==> src/design/qjt_sqrt.sv <==
// integer square root of a 64-bit value, two radicand bits a cycle
// depends on nothing
`timescale 1ns / 1ps

module qjt_sqrt (
    input  logic        aclk,
    input  logic        aresetn,
    input  logic        start,
    input  logic [63:0] radicand,
    output logic        done,
    output logic [31:0] root
);

    logic [63:0] x_reg;
    logic [63:0] res_reg;
    logic [63:0] bit_reg;
    logic [4:0]  cnt_reg;
    logic        busy_reg;
    logic        done_reg;

    logic [63:0] trial;

    always_comb begin
        trial = res_reg + bit_reg;
    end

    // digit-by-digit root
    always_ff @(posedge aclk) begin
        if (!aresetn) begin
            busy_reg <= 1'b0;
            done_reg <= 1'b0;
        end else begin
            done_reg <= 1'b0;
            if (start) begin
                x_reg    <= radicand;
                res_reg  <= '0;
                bit_reg  <= 64'd1 << 62;
                cnt_reg  <= '1;
                busy_reg <= 1'b1;
            end else if (busy_reg) begin
                if (x_reg >= trial) begin
                    x_reg   <= x_reg - trial;
                    res_reg <= (res_reg >> 1) + bit_reg;
                end else begin
                    res_reg <= res_reg >> 1;
                end
                bit_reg <= bit_reg >> 2;
                cnt_reg <= cnt_reg - 5'd1;
                if (cnt_reg == 5'd0) begin
                    busy_reg <= 1'b0;
                    done_reg <= 1'b1;
                end
            end
        end
    end

    assign done = done_reg;
    assign root = res_reg[31:0];

endmodule

==> config.mk <==
export PLATFORM = sky130hd
export DESIGN_NAME = qjt_sqrt
export DESIGN_NICKNAME = d
export VERILOG_FILES = /design/src/design/qjt_sqrt.sv
export SDC_FILE = /design/constraint.sdc
export NUM_CORES = 1
export LEC_CHECK = 0
export ABC_AREA = 1
export BUFFER_PORTS_ARGS = -buffer_cell sky130_fd_sc_hd__buf_2
export CAP_MARGIN = 20
export CORE_UTILIZATION = 45
export DETAILED_ROUTE_END_ITERATION = 10
export GPL_TIMING_DRIVEN = 1
export PLACE_DENSITY_LB_ADDON = 0.25
export REMOVE_ABC_BUFFERS = 1
export SLEW_MARGIN = 0
export SYNTH_ARGS = -nofsm -noshare
export SYNTH_HDL_FRONTEND = slang
export SYNTH_SLANG_ARGS = --single-unit
==> constraint.sdc <==
create_clock -name aclk -period 26.2 [get_ports aclk]
set_input_delay 6.55 -clock aclk [delete_from_list [all_inputs] [get_ports aclk]]
set_output_delay 6.55 -clock aclk [all_outputs]
set_load 0.01 [all_outputs]
==> run metrics <==
utilization after layout 49.2%; Leakage roughly 11 nW; largest net degree at the start of global routing 73; # rows 77; total power about 1.4 mW; Min-Delay Startpoint busy_reg; first-pass GRT wire length 107000 um; # DRC 0; CTS buffer count 17; H-Tree Depth 4; NumNets Final 3766; most common cell after layout, fill and taps aside nand2_1; Synth top area share 26.2%; register area share after synthesis 24.4%; top layer in use met4; # resized after CTS 0; dpl hpwl 56700 um; Pre-antenna DRT Iters 6; TritonCTS clock tree built; ANT cells 0; vias post-DR 21600; Seq cells post-synth 167; fmax ~0.12 GHz; top_reg_cell synth edfxtp_1; area delta synth->final 7.05%; Hold Path Depth 2; hold slack 0.509 ns; Placement Setup Slack 17.33 ns; initial core utilization 46.0%; Clock Path Buffers 2; Hold Path Sink done; RSZ-0062 raised after global routing false; Max rail drop VDD ~0.000054 V; EDFF count, synth 165; Cells after Synth about 3500; Synth area leaders nand2_1 (26%), edfxtp_1 (24%), inv_1 (11%), ha_1 (8.0%), nor2_1 (6.7%); number of synthesis warnings 0; design area around 0.022 mm^2; gr ovfl total 0; R2R depth 20; Post-DRT Antenna Nets 0; WL per Instance 16.5 um; top-level port count 100; Slew Limit Headroom 35.2%; layout cells sized above 1 4.47%; antenna violations before repair 0; initial DRC count 1668; Mean Syn Cell Area ~6 um^2; r2r setup slk 19.95 ns; FFs w/ async S/R, synth 0%; wl on met1 30600 um; Yosys cell types 45; Worst Tran Pin Value between 0.9 and 1 ns; cell area after synthesis 0.0205 mm^2; Cell Area, Placed roughly 0.021 mm^2; Arr. time, crit path 8.48 ns; worst-skew pair later-pin latency 0.51 ns; CTS hold repair buffers 0; setup tns final 0 ns; Final WS setup between 15 and 20 ns; Critical R2R Launch res_reg[10]; met3 routed WL 3760 um; post-layout minimum cycle time around 8.4 ns; most frequent cells in the layout nand2_1 (1432), inv_1 (583), nor2_1 (364), nand3_1 (218), edfxtp_1 (165); final non-filler cell total 4172; cell taking the most area after synthesis nand2_1; die area 0.0464 mm^2; Final Hold Vio Count 0; Setup-failing EPs final 0; root buf cell clkbuf_16; CP Capture Type flip-flop; Power Density 64.3 mW/mm^2; DR vias/cell 5.19; FF-to-FF End x_reg[45]; DP Cell Count 4140; DR WL met2 about 30000 um; CP max FO 72; die width 215 um; GPL Wtd Cong 0.960; Crit path required time 26.32 ns; Min-Delay Path Class reg2reg; WS Path Type in2reg; die height 215 um; final number of max-transition violations 0; Clock Skew 0.0178 ns; Worst setup startpoint start; Core Area about 0.045 mm^2; IO buf count 99; FILL cells 4948; vias in the first global route roughly 21000; launching element type of the critical path input port; Tcrit/Tclk final 31.9%; # clock sinks 167; outcome finished clean; routed wire length 68700 um; Tot GR Track Use 29.9%; max cap viols 0; setup bufs post-CTS 0; Clock transition at path regs 0.08 ns
## power by group
group,internal (mW),leakage [nW],switching [mW]
clock network,0.135,0.289,0.130
logic,0.250,9.59,0.503
registers,0.346,1.60,0.0471
## kinds of logic (layout without fill, tap and decap cells)
family / after synthesis / count (layout) / share of synthesized area [%]
flip-flops: 167 / 167 / 24.4
AND/OR/NAND/NOR: 2131 / 2131 / 41.8
buffers and inverters: 660 / 725 / 12.9
XOR/XNOR: 104 / 104 / 4.44
AO/OA/AOI/OAI: 321 / 321 / 8.32
adder cells (fa/ha/maj): 132 / 132 / 8.09
## synthesized netlist by cell type, types with 11 or more instances
cell type / number
nor3_1: 27
and2_1: 12
xnor2_1: 57
buf_4: 32
ha_1: 131
nand3_1: 218
nor4_1: 11
nand4_1: 18
nand2_1: 1432
clkbuf_1: 30
nand3b_1: 26
edfxtp_1: 165
o21ai_0: 140
xor2_1: 47
a21oi_1: 141
inv_1: 584
nor2_1: 364
o21bai_1: 14
## worst max-delay path by stage
stage | to | depth (start not counted)
4_1_cts | bit_reg[60] | 6
2_1_floorplan | x_reg[0] | 4
3_3_place_gp | res_reg[52] | 6
6_report | bit_reg[60] | 6
5_1_grt | bit_reg[60] | 6
3_5_place_dp | res_reg[52] | 6
## worst max-delay path, cell delays in order
cell     delay, ns
buf_4         0.09
inv_2         0.02
buf_4         0.32
a21oi_4       0.21
buf_4         0.42
buf_4         0.80
## layout make-up
class                   instances  area [um^2]  area share (%)
repair buffers                107          558            2.54
clock inverters                14          156           0.713
inverters                     586         2200            10.0
flip-flops and latches        167         4990            22.8
multi-input cells            2688        12900            58.6
clock buffers                  18          429            1.96
well taps                     592          741            3.38
## per-layer routing
layer	track usage, %	up-vias
li1	-	11100
met1	38.5	9685
met2	49.3	702
met3	3.41	181
met4	15.7	0
met5	0	-
No activity file was read; power rests on OpenSTA's default activity.
