===== config.mk =====
export PLATFORM = sky130hd
export DESIGN_NAME = qjt_div
export DESIGN_NICKNAME = d
export VERILOG_FILES = /design/src/design/qjt_div.sv
export SDC_FILE = /design/constraint.sdc
export NUM_CORES = 1
export LEC_CHECK = 0
export BUFFER_PORTS_ARGS = -buffer_cell sky130_fd_sc_hd__buf_2
export CAP_MARGIN = 20
export CORE_UTILIZATION = 58
export CTS_CLUSTER_SIZE = 20
export DETAILED_ROUTE_END_ITERATION = 6
export PLACE_DENSITY = 0.81
export SLEW_MARGIN = 20
export SYNTH_ARGS = -nofsm -noshare
export SYNTH_HDL_FRONTEND = slang
export SYNTH_SLANG_ARGS = --single-unit

===== constraint.sdc =====
create_clock -name aclk -period 13.8 [get_ports aclk]
set_input_delay 4.14 -clock aclk [delete_from_list [all_inputs] [get_ports aclk]]
set_output_delay 4.14 -clock aclk [all_outputs]
set_load 0.1 [all_outputs]

===== src/design/qjt_div.sv =====
// restoring divider, floor(n * 2^sh / m) one quotient bit a cycle, saturating
// depends on nothing
`timescale 1ns / 1ps

module qjt_div (
    input  logic        aclk,
    input  logic        aresetn,
    input  logic        start,
    input  logic [63:0] dividend,
    input  logic [5:0]  shift,
    input  logic [63:0] divisor,
    output logic        done,
    output logic [63:0] quotient,
    output logic        sat
);

    logic [111:0] sr_reg;
    logic [63:0]  r_reg;
    logic [63:0]  q_reg;
    logic [6:0]   cnt_reg;
    logic         busy_reg;
    logic         done_reg;
    logic         sat_reg;

    logic [64:0]  r_shift;
    logic         r_ge;

    // one restoring step
    always_comb begin
        r_shift = {r_reg, sr_reg[111]};
        r_ge    = r_shift >= {1'b0, divisor};
    end

    // iteration control and datapath
    always_ff @(posedge aclk) begin
        if (!aresetn) begin
            busy_reg <= 1'b0;
            done_reg <= 1'b0;
            sat_reg  <= 1'b0;
        end else begin
            done_reg <= 1'b0;
            if (start) begin
                sr_reg   <= {dividend, 48'd0};
                r_reg    <= '0;
                q_reg    <= '0;
                cnt_reg  <= 7'd64 + {1'b0, shift};
                busy_reg <= 1'b1;
                sat_reg  <= 1'b0;
            end else if (busy_reg) begin
                if (q_reg[63]) begin
                    // quotient would overflow 64 bits
                    q_reg    <= '1;
                    sat_reg  <= 1'b1;
                    busy_reg <= 1'b0;
                    done_reg <= 1'b1;
                end else begin
                    sr_reg  <= {sr_reg[110:0], 1'b0};
                    r_reg   <= r_ge ? 64'(r_shift - {1'b0, divisor}) : r_shift[63:0];
                    q_reg   <= {q_reg[62:0], r_ge};
                    cnt_reg <= cnt_reg - 7'd1;
                    if (cnt_reg == 7'd1) begin
                        busy_reg <= 1'b0;
                        done_reg <= 1'b1;
                    end
                end
            end
        end
    end

    assign done     = done_reg;
    assign quotient = q_reg;
    assign sat      = sat_reg;

endmodule


==> Flow_metrics.wiki <==
{| class="wikitable"
! Metric !! Value
|-
| Maximum frequency from static timing analysis || 139 MHz
|-
| Final-layout setup total negative slack || 0 ns
|-
| Ranking of synthesized cells by area || sky130_fd_sc_hd__edfxtp_1 (47%), sky130_fd_sc_hd__ha_1 (6.5%), sky130_fd_sc_hd__nor2_1 (5.9%)
|-
| Pre-CTS WS || 6.17 ns
|-
| Kind of capture point of the worst setup path || register
|-
| Run status || finished clean
|-
| Maximum clock insertion buffer count || 3
|-
| Proportion of synthesized area in mux cells || 0.0567
|-
| Met1 track demand over resource || 0.348
|-
| Number of I/O pins || 203
|-
| Worst setup skew after layout || 0.0221 ns
|-
| Synthesis Warnings || 0
|-
| Insertion delay of the later-clocked pin in the worst-skew pair || 0.54 ns
|-
| Gate Count Post-Synth || 1322
|-
| Headroom to the max-slew limit || 0.227
|-
| Synth Area in XOR/XNOR || 0.0338
|-
| Area fraction in compound gates after synthesis || 0.153
|-
| Fin worst setup slack || 6.63 ns
|-
| Cell type contributing the most total cell area after synthesis || sky130_fd_sc_hd__edfxtp_1
|-
| Setup repair after global routing missed its margin || false
|-
| Number of antenna violations at the first check in global routing || 7
|-
| Maximum ir drop on the vdd rail || 126 uV
|-
| CORE AREA || 0.0212 mm2
|-
| Average cell area after synthesis || 9.60 um2
|-
| R2r worst-path depth || 11
|-
| Leading cell type in the layout, fill and taps excluded || sky130_fd_sc_hd__buf_2
|-
| Layout-stage area growth over the synthesis result || 14.4%
|-
| Max-capacitance violation count || 0
|-
| Class of the tightest hold or removal check || reg -> reg
|-
| Origin of the worst min-delay path || busy_reg$_SDFF_PN0_
|-
| Distinct cell type count after synthesis || 72
|-
| GR Util All Layers || 0.272
|-
| Fraction of post-synthesis cell area in the top cell type by area || 0.471
|-
| Drt total wl || 30.6 mm
|-
| Number of routed nets with antenna violations || 0
|-
| Setup violation total in the final timing report || 0
|-
| Final critical-path required period || 7.17 ns
|-
| Transition time at the pin with the least slew margin || 1.16 ns
|-
| Hold Vio Cnt, Final || 0
|-
| Vertical die dimension || 150 um
|-
| Cells on Worst Hold Path || 1
|-
| Net count, final || 1686
|-
| Post-cts gate resize count || 0
|-
| Total clock sinks || 202
|-
| Sequential-to-total area share from yosys stat || 0.476
|-
| Arrival time of data at the critical path endpoint || 7.52 ns
|-
| Share of layout cells above drive strength 1 || 0.212
|-
| Final weighted congestion of routability-driven global placement || 0.971
|-
| DRT Pass-1 Iters || 7
|-
| Routed via count divided by cell count || 5.89
|-
| End point of the worst hold path || done$_SDFF_PP0_
|-
| Row count || 53
|-
| R2r endpoint || r_reg[50]$_SDFFCE_PP0P_
|-
| Pin count of the biggest net entering global routing || 87
|-
| Post-CTS Setup Inserts || 0
|-
| Post-synthesis share of cell area spent on and, or, nand and nor gates || 0.165
|-
| Async set-or-reset flop fraction in the synthesized netlist || 0
|-
| Number of buffers added by the clock tree synthesis step || 23
|-
| Most utilized layer in the global route result || met2
|-
| Required time of the critical path || 14.14 ns
|-
| Most common flop cell mapped by yosys || sky130_fd_sc_hd__edfxtp_1
|-
| Gr ovfl total || 0
|-
| Post-Synthesis Cell Area || 0.0127 mm2
|-
| Post-Syn Nets || 1526
|-
| Adder-Cell Fraction of Synth Area || 0.0666
|-
| Number of input and output port buffers inserted || 202
|-
| Worst Setup Path Type || in -> reg
|-
| P per Cell Area || 123 mW/mm2
|-
| Initial core utilization || 0.598
|-
| Hold-fix buffer count after cts || 0
|-
| Number of H-tree levels || 1
|-
| Flop-to-flop setup slack || 9.91 ns
|-
| Via count of the first global-routing pass || 10000
|-
| Static leakage power || 0.00597 uW
|-
| First-pass GRT wire length || 48.9 mm
|-
| Dominant combinational cell family by area after synthesis || simple AND/OR/NAND/NOR gates
|-
| Number of max-slew violations in the final report || 0
|-
| Launching element type of the critical path || primary input
|-
| Chip Width || 150 um
|-
| DR iter-0 viols || 721
|-
| Clock tree from TritonCTS || done
|-
| Routed vias || 10500
|-
| Wire per inst || 17.2 um
|-
| Met2 track demand over resource in global routing || 0.454
|-
| Critical R2R Launch || r_reg[20]$_SDFFCE_PP0P_
|-
| Buffer type at the clock tree root || sky130_fd_sc_hd__clkbuf_16
|-
| Count of flip-flops with a built-in enable after synthesis || 199
|-
| Clock transition at the registers of the reported paths || 0.06 ns
|-
| Die area || 0.0225 mm2
|-
| Largest fanout of any net on the critical path || 52
|-
| Half-perimeter wire length after placement || 21.2 mm
|-
| Global Route met3 Usage || 0.0747
|-
| Synthesis-stage register bit count || 202
|-
| Remaining DRCs || 0
|-
| Most frequent cells in the layout || sky130_fd_sc_hd__buf_2 (201), sky130_fd_sc_hd__edfxtp_1 (199), sky130_fd_sc_hd__nor2_1 (198), sky130_fd_sc_hd__nand2_1 (139), sky130_fd_sc_hd__a21oi_1 (119)
|-
| Fraction of the cycle the final worst path needs || 0.520
|}
## synthesized netlist by cell type, drive strengths merged (3+ instances only)
cell / number
a2111oi: 3
a211oi: 18
a21boi: 4
a21o: 19
a21oi: 121
a221oi: 4
a22o: 6
a31oi: 10
and2: 3
and3: 10
buf: 35
clkbuf: 39
dfxtp: 3
edfxtp: 199
ha: 66
inv: 84
mux2: 63
nand2: 140
nand2b: 6
nand3: 31
nand3b: 4
nand4: 29
nor2: 198
nor2b: 9
nor3: 16
nor4: 7
o211ai: 6
o21a: 12
o21ai: 55
o21bai: 16
o221ai: 3
o31a: 4
o31ai: 4
or3: 9
or4: 4
xnor2: 30
xor2: 19
## per-stage QoR
step	cells	hold slack, ns	cell area [um2]	util	power (uW)
floorplan	1322	0.455	12700	-	1130
global placement	1732	0.469	13800	0.651	1210
detailed placement	1732	0.474	13800	0.651	1220
CTS	1773	0.473	14500	0.684	1790
global route	1775	0.490	14500	0.684	1870
finish	1778	0.467	14500	0.684	1790
## final cells by class
| class | count | area, um2 |
|---|---|---|
| multi-input combinational | 961 | 6040 |
| tap | 275 | 344 |
| timing repair buffer | 209 | 1070 |
| clock buffer | 31 | 626 |
| fill | 1693 | 6700 |
| antenna | 5 | 12.5 |
| clock inverter | 10 | 75.1 |
| sequential | 202 | 6040 |
| inverter | 85 | 319 |
## worst max-delay path by stage
stage                      startpoint                       to  slack, ns  cells past startpoint
after floorplan                 start     cnt_reg[0]$_DFFE_PP_       1.77                      4
after global placement     divisor[2]  r_reg[50]$_SDFFCE_PP0P_       6.24                     13
after detailed placement   divisor[2]  r_reg[50]$_SDFFCE_PP0P_       6.17                     13
after CTS                  divisor[2]  r_reg[50]$_SDFFCE_PP0P_       6.70                     13
after global routing      divisor[21]  r_reg[50]$_SDFFCE_PP0P_       6.38                     13
final                     divisor[21]  r_reg[50]$_SDFFCE_PP0P_       6.63                     13
## worst max-delay path, stage by stage
cell and delay, ns:
sky130_fd_sc_hd__buf_2 0.08, sky130_fd_sc_hd__inv_1 0.03, sky130_fd_sc_hd__ha_1 0.48, sky130_fd_sc_hd__nand4_1 0.17
sky130_fd_sc_hd__nor3_1 0.30, sky130_fd_sc_hd__nand2_1 0.11, sky130_fd_sc_hd__a211oi_2 0.23, sky130_fd_sc_hd__nor2_1 0.12
sky130_fd_sc_hd__o31a_1 0.35, sky130_fd_sc_hd__nand2_2 0.32, sky130_fd_sc_hd__buf_4 0.55, sky130_fd_sc_hd__nand2_1 0.28
sky130_fd_sc_hd__o32ai_1 0.32
## per-layer routing
| layer | vias up | part of all wire | wire length, um |
|---|---|---|---|
| met5 | - | 0.00088 | 27 |
| met4 | 4 | 0.021 | 644 |
| met3 | 54 | 0.085 | 2620 |
| met2 | 381 | 0.47 | 14500 |
| met1 | 4938 | 0.42 | 12900 |
| li1 | 5092 | - | - |
## cell families after synthesis
kind of cell               count (synthesis)
muxes                                     64
DFF                                      202
xor gates and xnor gates                  49
buffers and inverters                    159
AOI/OAI and AO/OA                        308
and+or+nand+nor                          473
adders and majority gates                 67
## power breakdown
part	total [uW]	leakage [uW]	internal, uW	switching [uW]
logic	468	0.00371	156	312
clock network	573	0.000342	321	252
registers	750	0.00192	731	18.9
total	1790	0.00597	1210	583
Power figures use the tool's default switching activity.
