### config.mk
export PLATFORM = sky130hd
export DESIGN_NAME = qjt_mem
export DESIGN_NICKNAME = d
export VERILOG_FILES = /design/src/design/qjt_mem.sv
export SDC_FILE = /design/constraint.sdc
export NUM_CORES = 1
export LEC_CHECK = 0
export BUFFER_PORTS_ARGS = -buffer_cell sky130_fd_sc_hd__buf_2
export CELL_PAD_IN_SITES_DETAIL_PLACEMENT = 1
export CELL_PAD_IN_SITES_GLOBAL_PLACEMENT = 2
export CORE_AREA = 2 2 164 286
export CTS_CLUSTER_SIZE = 8
export DETAILED_ROUTE_END_ITERATION = 10
export DIE_AREA = 0 0 166 288
export PLACE_DENSITY_LB_ADDON = 0.15
export SETUP_SLACK_MARGIN = 0.02
export SYNTH_ARGS = -nofsm -noshare
export SYNTH_HDL_FRONTEND = slang
export SYNTH_SLANG_ARGS = --single-unit
export TNS_END_PERCENT = 30
### constraint.sdc
create_clock -name aclk -period 6.1 [get_ports aclk]
set_clock_uncertainty 0.1 [all_clocks]
set_input_delay 0.305 -clock aclk [delete_from_list [all_inputs] [get_ports aclk]]
set_output_delay 0.305 -clock aclk [all_outputs]
set_load 0.01 [all_outputs]
### src/design/qjt_mem.sv
// synchronous per-joint state memory, one write and one read port, registered read
// entries read as zero until first written; depends on nothing
`timescale 1ns / 1ps

module qjt_mem #(
    parameter int WIDTH = 64,
    parameter int DEPTH = 8,
    parameter int AW    = 3
) (
    input  logic             aclk,
    input  logic             aresetn,
    input  logic             we,
    input  logic [AW-1:0]    waddr,
    input  logic [WIDTH-1:0] wdata,
    input  logic             re,
    input  logic [AW-1:0]    raddr,
    output logic [WIDTH-1:0] rdata
);

    logic [WIDTH-1:0] mem [DEPTH];
    logic [DEPTH-1:0] valid_reg;
    logic [WIDTH-1:0] rdata_reg;

    // valid bits cleared by reset
    always_ff @(posedge aclk) begin
        if (!aresetn) begin
            valid_reg <= '0;
        end else if (we) begin
            valid_reg[waddr] <= 1'b1;
        end
    end

    // storage array and registered read
    always_ff @(posedge aclk) begin
        if (we) begin
            mem[waddr] <= wdata;
        end
        if (re) begin
            rdata_reg <= valid_reg[raddr] ? mem[raddr] : '0;
        end
    end

    assign rdata = rdata_reg;

endmodule

==> results of run 1 <==
-- synth_stat cells --
master	instances	share of area [%]
nand2b_1	3	0.087
o21a_1	8	0.28
nand2_1	2	0.035
edfxtp_1	576	80
buf_2	27	0.63
mux2i_1	64	3.0
mux2i_4	1	0.10
buf_1	7	0.12
clkbuf_1	8	0.14
dfxtp_1	8	0.74
buf_4	1	0.035
mux4_2	130	14
nor2_1	70	1.2
nor3_1	2	0.046
-- report_power, final --
group / total [uW] / internal, uW / switching [uW]
clock network: 3950 / 2440 / 1510
registers: 4600 / 4570 / 35.7
logic: 455 / 205 / 250
total: 9010 / 7210 / 1800
-- cell usage in the layout, fill, tap and decap left out, drive strengths merged --
| cell type | n |
|---|---|
| edfxtp | 576 |
| buf | 156 |
| mux4 | 130 |
| clkbuf | 93 |
| nor2 | 70 |
| dlygate4sd3 | 66 |
| mux2i | 65 |
| o21a | 8 |
| dfxtp | 8 |
| nand2b | 3 |
| nand2 | 2 |
| nor3 | 2 |
| inv | 2 |
| diode | 1 |
-- through the flow --
stage	utilization (%)	cells	cell area, um2
3_5_place_dp	50.5	1603	23100
6_report	56.7	1765	25900
3_3_place_gp	50.5	1603	23100
5_1_grt	56.7	1765	25900
2_1_floorplan	-	907	21600
4_1_cts	56.7	1764	25900
-- per-layer routing --
metal  part of all wire (%)  routed length [um]  global-route usage (%)  vias to the layer above
met1                     42               19100                    25.7                     5375
met2                     52               23700                    34.3                      267
met5                      0                   0                       0                        -
met4                    1.8                 832                    6.22                        0
li1                       -                   -                       -                     4277
met3                    4.7                2130                    3.33                       61
-- critical path: stages --
cell	delay (ps)
buf_8	430
buf_4	880
mux4_2	610
mux2i_1	200
nor2_1	60
-- final cells by class --
cell class                      count  area (um2)
Antenna cell                        1        2.50
Sequential cell                   584       17500
Multi-Input combinational cell    280        4010
Tap cell                          583         729
Clock inverter                      2        17.5
Fill cell                        3831       19800
Timing Repair Buffer              222        1520
Clock buffer                       93        2160
-- final timing paths --
check             slack [ps]  cells past startpoint                        end                       from
setup / recovery        3750                      5    rdata[54]$_SDFFCE_PN0P_                   raddr[0]
hold / removal           240                      3        mem[4][1]$_DFFE_PP_                   waddr[0]
setup reg to reg        3750                      4    rdata[42]$_SDFFCE_PN0P_  valid_reg[5]$_SDFFE_PN0P_
hold reg to reg          360                      1  valid_reg[4]$_SDFFE_PN0P_  valid_reg[4]$_SDFFE_PN0P_
-- cell families (layout without fill, tap and decap cells) --
| family | count (synthesis) | in the layout |
|---|---|---|
| flip-flops | 584 | 584 |
| other | 0 | 1 |
| multiplexers | 195 | 195 |
| AO/OA/AOI/OAI | 8 | 8 |
| AND/OR/NAND/NOR | 77 | 77 |
| buffers and inverters | 43 | 317 |
-- repair_timing --
action / in CTS / in global routing
gates resized for setup: 0 / 0
hold buffers: 66 / 0
setup buffers: 0 / 0
hold endpoints to repair: 528 / 0
==> summary.txt, run 1 <==
Worst hold path
  • HP Class: in -> reg

Critical path
  • Data arrival, critical path: 2550 ps
  • Worst setup SP type: input port
  • Critical path class: in -> reg
  • Worst EP required: 6300 ps
  • Worst-path maximum fanout: 48
  • Crit path capture type: register

Place
  • HPWL after detailed placement: 22.8 mm
  • Post-place setup slack: 3040 ps
  • Final GP Congestion: 0.670
  • Port Buffer Count: 137

Clock network
  • CTS H-Tree Depth: 3
  • Clk sinks: 584
  • CTS tree: yes
  • Clock-pin slew on the worst setup and hold paths: 50 ps
  • Clk buf depth: 3
  • Num CTS Buffers: 82
  • Worst-Skew Late Latency: 580 ps
  • Root buffer cell: clkbuf_16

Die
  • # rows: 104
  • Initial Utilization: 47.3%
  • Die H: 288 um
  • Core area: 0.0457 mm2
  • I/O pins: 138
  • Die W: 166 um
  • DIE AREA: 0.0478 mm2

Finish
  • Fin nets: 1,244
  • Max FFs per register: 512
  • Share of cells above drive strength 1: 32.3%
  • Layout area overhead: 19.8%

STA
  • Worst Max-Slew Pin Slew: 1050 ps
  • Fmax: 425 MHz
  • Hold Fails Final Rpt: 0
  • Relative slew slack: 30.0%
  • Hold Slack: 241 ps
  • RSZ-0062 raised after global routing: no
  • PnR worst setup slack: 3750 ps
  • Total negative slack: 0 ps
  • Clock period minus worst slack: 2350 ps
  • Slew Limit Fails: 0
  • Final setup fails: 0
  • Crit share post-route: 38.6%

Detailed routing
  • Via density: 5.65
  • WL final: 45.8 mm
  • Drt wl/cell: 25.9 um
  • ANT nets after route: 0
  • Drt pass-1 iters: 4
  • Drt initial violations: 646
  • Total number of vias: 9,980
  • Detailed-route DRC error count: 0

Yosys
  • Adder-Cell Fraction of Synth Area: 0%
  • Synthesized area: 0.0216 mm2
  • Netlist cell types: 14
  • Compound-cell area share of the yosys netlist: 0.278%
  • Largest family of logic cells by synthesized area: multiplexers
  • Ys Warns: 0
  • Syn_nets: 981
  • Yosys reg bits: 584
  • Post-synthesis sequential area ratio: 80.8%
  • Mux cell area share after synthesis: 16.6%
  • Simple-gate area share of the yosys netlist: 1.38%
  • Synth Area in XOR/XNOR: 0%
  • Syn Inst Count: 907
  • Synth Area per Inst: 23.8 um2

Power and ir drop
  • Power Total: 9010 uW
  • LEAKAGE: 0.00876 uW
  • PwrDens: 348 mW/mm2
  • Max VDD drop: 220 uV

Global route
  • Initial antenna violation count: 1
  • GRT Util Overall: 19.8%
  • Grt total ovfl: 0
  • Largest net degree at the start of global routing: 67
  • Vias in the first global route: 11,300
  • First-pass GRT wire length: 69.7 mm

Outcome
  • Status: complete, no violations

Flow run
  • Max-Cap Viols: 0
Note: power is estimated with default switching activity, not from simulation.
==> run 2: changes to the inputs <==
--- a/config.mk
+++ b/config.mk
@@ -8,10 +8,10 @@
 export BUFFER_PORTS_ARGS = -buffer_cell sky130_fd_sc_hd__buf_2
 export CELL_PAD_IN_SITES_DETAIL_PLACEMENT = 1
 export CELL_PAD_IN_SITES_GLOBAL_PLACEMENT = 2
-export CORE_AREA = 2 2 164 286
+export CORE_AREA = 2 2 173 302
 export CTS_CLUSTER_SIZE = 8
 export DETAILED_ROUTE_END_ITERATION = 10
-export DIE_AREA = 0 0 166 288
+export DIE_AREA = 0 0 175 304
 export PLACE_DENSITY_LB_ADDON = 0.15
 export SETUP_SLACK_MARGIN = 0.02
 export SYNTH_ARGS = -nofsm -noshare
==> constraint.sdc (replaced) <==
create_clock -name aclk -period 2.1 [get_ports aclk]
set_clock_uncertainty 0.1 [all_clocks]
set_input_delay 0.105 -clock aclk [delete_from_list [all_inputs] [get_ports aclk]]
set_output_delay 0.105 -clock aclk [all_outputs]
set_load 0.01 [all_outputs]
==> summary.txt, run 2 (same netlist as run 1, synthesis figures left out) <==
Outcome
  • Status: complete, no violations

Clock network
  • CTS tree: yes
  • Num CTS Buffers: 82 (unchanged)
  • Clk buf depth: 3 (unchanged)
  • CTS H-Tree Depth: 3 (unchanged)
  • Setup bufs post-CTS: 0 (unchanged)
  • Root buffer cell: clkbuf_16
  • Worst-Skew Late Latency: 590 ps (about the same)
  • Clk sinks: 584 (unchanged)
  • Clock-pin slew on the worst setup and hold paths: 50 ps (about the same)

STA
  • Worst Max-Slew Pin Slew: 545 ps (-505 ps)
  • Clock period minus worst slack: 1830 ps
  • Relative slew slack: 63.6% (+34 points)
  • Slew Limit Fails: 0 (unchanged)
  • Final setup fails: 0 (unchanged)
  • Fmax: 546 MHz
  • Crit share post-route: 87.2%
  • Hold Fails Final Rpt: 0 (unchanged)
  • RSZ-0062 raised after global routing: no

Finish
  • Most frequent cells in the layout: edfxtp_1 (576), buf_2 (133), mux4_2 (130)
  • Max FFs per register: 512 (unchanged)
  • Layout area overhead: 24.1%
  • Register area: 0.0175 mm2 (unchanged)
  • Share of cells above drive strength 1: 34.4% (+2.1 points)
  • Diodes inserted: 0 (-1)
  • Fillers: 4,427 (+16%)
  • Fin nets: 1,287 (+3.5%)
  • Fin cells: 1,906 (+8.0%)
  • Most common cell after layout, fill and taps aside: edfxtp_1
  • Multi-input logic area: 0.00404 mm2 (+0.91%)

Critical path
  • Reg2reg setup slack: 270 ps (-3480 ps)
  • Worst EP required: 2330 ps (-3970 ps)
  • Largest stage delay, worst path: 510 ps (-370 ps)
  • Crit path capture type: register
  • Worst setup SP type: register
  • Worst Reg-to-Reg Cells: 4 (unchanged)
  • Data arrival, critical path: 2060 ps (-490 ps)
  • Crit path capture: rdata[39]$_SDFFCE_PN0P_
  • Worst R2R End: rdata[39]$_SDFFCE_PN0P_
  • Worst-path maximum fanout: 32 (-33%)
  • Crit. Startpoint: valid_reg[5]$_SDFFE_PN0P_
  • Critical path class: reg -> reg
  • Max stage delay cell, worst path: mux4_2
  • Cell Chain, Critical Path: mux4_2 -> mux2i_4 -> buf_12 -> nor2_1
  • FF-to-FF Start: valid_reg[5]$_SDFFE_PN0P_

Die
  • Core area: 0.0511 mm2 (+12%)
  • Die H: 304 um (+5.6%)
  • DIE AREA: 0.0532 mm2 (+11%)
  • # rows: 110 (+5.8%)
  • I/O pins: 138 (unchanged)
  • Die W: 175 um (+5.4%)
  • Initial Utilization: 42.3% (-5.0 points)

Global route
  • Grt total ovfl: 0 (unchanged)
  • Vias in the first global route: 11,600 (+2.3%)
  • First-pass GRT wire length: 72.8 mm (+4.5%)
  • GRT Util Overall: 18.8% (-0.93 points)
  • Initial antenna violation count: 1 (unchanged)
  • Largest net degree at the start of global routing: 49 (-27%)

Detailed routing
  • Drt pass-1 iters: 5 (+1)
  • Drt wl/cell: 25.7 um (-0.92%)
  • Via density: 5.32 (-5.8%)
  • Metal3 WL: 2.05 mm (-3.6%)
  • Met2 WL: 25.8 mm (+8.8%)
  • Detailed-route DRC error count: 0 (unchanged)
  • Met1 wire length: 19.8 mm (+4.0%)
  • Drt initial violations: 654 (+1.2%)
  • Top Layer Used: met5
  • Total number of vias: 10,100 (+1.7%)
  • ANT nets after route: 0 (unchanged)
  • WL final: 49.0 mm (+7.0%)

Power and ir drop
  • LEAKAGE: 0.00913 uW (+4.3%)
  • Power Total: 26,600 uW (+190%)
  • PwrDens: 991 mW/mm2 (+180%)
  • Max VDD drop: 625 uV (+180%)

Place
  • DP Cell Count: 1,731 (+8.0%)
  • Port Buffer Count: 137 (unchanged)
  • Final GP Congestion: 0.705 (+5.3%)
  • HPWL after detailed placement: 28.0 mm (+23%)

Flow run
  • Max-Cap Viols: 0 (unchanged)

Worst hold path
  • HP Class: in -> reg
run 2: cell types whose count changed in the layout (fill, tap and decap cells not counted):
cell,change
nand2b_4,+1
nor3_4,+2
nand2_8,+1
diode_2,-1
inv_6,-1
nand2_1,-1
clkbuf_16,+3
nand2b_1,-1
buf_4,+10
buf_12,+29
dlygate4sd3_1,+3
clkbuf_1,+9
nor3_2,-2
run 2: worst min-delay path by stage:
stage	from	end	slack (ps)	cells past startpoint
global placement	wdata[54]	mem[6][54]$_DFFE_PP_	270	1
global route	waddr[1]	mem[0][19]$_DFFE_PP_	40	3
floorplan	wdata[0]	mem[0][0]$_DFFE_PP_	100	0
CTS	waddr[1]	mem[6][7]$_DFFE_PP_	10	3
detailed placement	wdata[12]	mem[7][12]$_DFFE_PP_	280	1
finish	waddr[1]	mem[6][7]$_DFFE_PP_	40	3
run 2: layout make-up:
type	count	area share (%)
Timing Repair Buffer	265	8.33
Multi-Input combinational cell	280	15.1
Tap cell	672	3.13
Clock inverter	1	0.0327
Sequential cell	584	65.1
Clock buffer	104	8.35
run 2: power by group:
part	total, uW	internal (uW)	leakage (uW)	switching (uW)
clock network	11700	7310	0.00110	4440
registers	13400	13300	0.00538	107
logic	1460	692	0.00266	767
run 2: worst max-delay path: cells and delay by family (launching register included):
kind / cells / cell delay, ps
flip-flops: 1 / 310
multiplexers: 2 / 770
AND/OR/NAND/NOR: 1 / 90
buffers and inverters: 1 / 270
run 2: metal layers:
layer	vias up	track usage (%)
li1	4396	-
met1	5393	23.5
met2	275	32.6
met3	83	3.35
met4	2	7.38
met5	-	0
run 2: per-stage QoR:
stage | hold slack (ps) | worst slack [ps] | util, % | setup TNS [ps] | instance area [um2]
6_report | 38.6 | 268 | 52.5 | 0 | 26800
4_1_cts | 13.9 | 29.7 | 52.5 | 0 | 26800
3_3_place_gp | 268 | 244 | 46.7 | 0 | 23900
5_1_grt | 41.0 | 214 | 52.5 | 0 | 26800
2_1_floorplan | 104 | -400 | - | -172490 | 21700
3_5_place_dp | 276 | 231 | 46.7 | 0 | 23900
run 2: repair_timing:
item | in CTS | in global routing
hold endpoints to repair | 553 | 0
hold buffers | 70 | 0
gates resized for setup | 0 | 0
endpoints found under the setup margin | 0 | 44
==> run 3: changes to the inputs <==
--- a/config.mk
+++ b/config.mk
@@ -8,10 +8,10 @@
 export BUFFER_PORTS_ARGS = -buffer_cell sky130_fd_sc_hd__buf_2
 export CELL_PAD_IN_SITES_DETAIL_PLACEMENT = 1
 export CELL_PAD_IN_SITES_GLOBAL_PLACEMENT = 2
-export CORE_AREA = 2 2 173 302
+export CORE_AREA = 2 2 191 334
 export CTS_CLUSTER_SIZE = 8
 export DETAILED_ROUTE_END_ITERATION = 10
-export DIE_AREA = 0 0 175 304
+export DIE_AREA = 0 0 193 336
 export PLACE_DENSITY_LB_ADDON = 0.15
 export SETUP_SLACK_MARGIN = 0.02
 export SYNTH_ARGS = -nofsm -noshare
==> constraint.sdc (replaced) <==
create_clock -name aclk -period 1.6 [get_ports aclk]
set_clock_uncertainty 0.1 [all_clocks]
set_input_delay 0.08 -clock aclk [delete_from_list [all_inputs] [get_ports aclk]]
set_output_delay 0.08 -clock aclk [all_outputs]
set_load 0.01 [all_outputs]
==> summary.txt, run 3 (same netlist as run 1, synthesis figures left out) <==
Finish
  • Max FFs per register: 512 (unchanged)
  • Fin nets: 1,327 (+3.1%)
  • Util after Layout: 44.6% (-7.9 points)
  • Layout area overhead: 28.2%
  • Cell area after layout: 0.0277 mm2 (+3.2%)
  • Fin cells: 2,082 (+9.2%)
  • Share of cells above drive strength 1: 37.4% (+3.0 points)
  • Most frequent cells in the layout: edfxtp_1 (576), buf_2 (133), mux4_2 (130)
  • Most common cell after layout, fill and taps aside: edfxtp_1

Critical path
  • Data arrival, critical path: 2050 ps (about the same)
  • Worst setup SP type: register
  • Worst-path maximum fanout: 8 (-75%)
  • Critical path class: reg -> reg
  • Worst EP required: 1850 ps (-480 ps)
  • Reg2reg setup slack: -200 ps (-470 ps)
  • Crit path capture type: register

Clock network
  • Clk buf depth: 3 (unchanged)
  • CTS H-Tree Depth: 3 (unchanged)
  • Clk sinks: 584 (unchanged)
  • CTS tree: yes
  • Root buffer cell: clkbuf_16
  • Worst-Skew Late Latency: 600 ps (about the same)
  • Num CTS Buffers: 82 (unchanged)
  • Clock-pin slew on the worst setup and hold paths: 50 ps (about the same)

Place
  • DP Cell Count: 1,888 (+9.1%)
  • Port Buffer Count: 137 (unchanged)
  • Final GP Congestion: 0.668 (-5.2%)
  • Placed cell areas: 0.0245 mm2 (+2.6%)
  • HPWL after detailed placement: 31.1 mm (+11%)

STA
  • PnR worst setup slack: -200 ps (-468 ps)
  • Fmax: 556 MHz (+1.8%)
  • Crit share post-route: 112% (+25 points)
  • RSZ-0062 raised after global routing: yes
  • Relative slew slack: 74.7% (+11 points)
  • Clock period minus worst slack: 1800 ps (-32.1 ps)
  • Slew Limit Fails: 0 (unchanged)
  • Final setup fails: 64 (+64)
  • Hold Fails Final Rpt: 0 (unchanged)
  • Worst Max-Slew Pin Slew: 369 ps (-176 ps)
  • Total negative slack: -11,270 ps (-11,270 ps)

Global route
  • First-pass GRT wire length: 77.6 mm (+6.6%)
  • Largest net degree at the start of global routing: 41 (-16%)
  • Grt total ovfl: 0 (unchanged)
  • GRT Util Overall: 16.8% (-2.0 points)
  • Initial antenna violation count: 3 (+2)
  • Vias in the first global route: 11,900 (+2.8%)

Detailed routing
  • Detailed-route DRC error count: 0 (unchanged)
  • Drt pass-1 iters: 4 (-1)
  • Via density: 4.97 (-6.6%)
  • Drt wl/cell: 25.3 um (-1.4%)
  • ANT nets after route: 0 (unchanged)
  • WL final: 52.7 mm (+7.7%)
  • Total number of vias: 10,300 (+2.0%)
  • Drt initial violations: 569 (-13%)

Die
  • DIE AREA: 0.0648 mm2 (+22%)
  • I/O pins: 138 (unchanged)
  • Die W: 193 um (+10%)
  • Initial Utilization: 34.8% (-7.5 points)
  • Die H: 336 um (+11%)
  • # rows: 121 (+10%)
  • Core area: 0.0621 mm2 (+22%)

Power and ir drop
  • Power Total: 35,200 uW (+32%)
  • PwrDens: 1270 mW/mm2 (+28%)
  • Max VDD drop: 733 uV (+17%)
  • LEAKAGE: 0.00944 uW (+3.4%)

Outcome
  • Status: complete, but fails checks
  • Failing checks: negative setup slack

Worst hold path
  • HP Class: in -> reg

Flow run
  • Max-Cap Viols: 0 (unchanged)
[run 3: per-layer routing]
metal	GRT usage (%)	part of all wire (%)
met1	20.5	40
met5	0	0.025
met2	30.0	54
met3	3.00	4.1
met4	5.42	2.3
[run 3: where the power goes]
part,internal (uW),total (uW),switching [uW]
Clock,9490,15500,6040
Sequential,17400,17500,135
Combinational,1040,2130,1080
Total,27900,35200,7260
[run 3: final cells by class]
type                       instances  area (um2)
clock inverter                     2        17.5
antenna                            2        5.00
fill                            5749       34400
clock buffer                     110        2220
sequential                       584       17500
timing repair buffer             305        2880
multi-input combinational        280        4110
tap                              799        1000
[run 3: timing repair]
action                                 4_1_cts  5_1_grt
cloned                                       4        2
pin swaps                                    0        4
setup endpoints to repair                   64       64
hold buffers                                71        0
buffers inserted                             3        0
gates resized for setup                     10       16
endpoints found under the hold margin      581        0
[run 3: critical path, stage by stage (launching register included)]
cell,delay [ps]
dfxtp_2,310
mux4_2,490
mux2i_4,200
buf_4,210
clkbuf_16,180
nor2_1,50
[run 3: worst paths after layout]
path                             startpoint                   endpoint  cells after the start
setup / recovery  valid_reg[5]$_SDFFE_PN0P_    rdata[44]$_SDFFCE_PN0P_                      5
hold / removal                     raddr[1]    rdata[36]$_SDFFCE_PN0P_                      5
hold reg to reg   valid_reg[4]$_SDFFE_PN0P_  valid_reg[4]$_SDFFE_PN0P_                      1
setup reg to reg  valid_reg[5]$_SDFFE_PN0P_    rdata[44]$_SDFFCE_PN0P_                      5
[run 3: through the flow]
step / hold slack, ps / setup WS [ps]
final: 155 / -200
after global routing: 156 / -260
after CTS: 127 / -200
after detailed placement: 254 / -248
after global placement: 245 / -218
after floorplan: 78.9 / -782
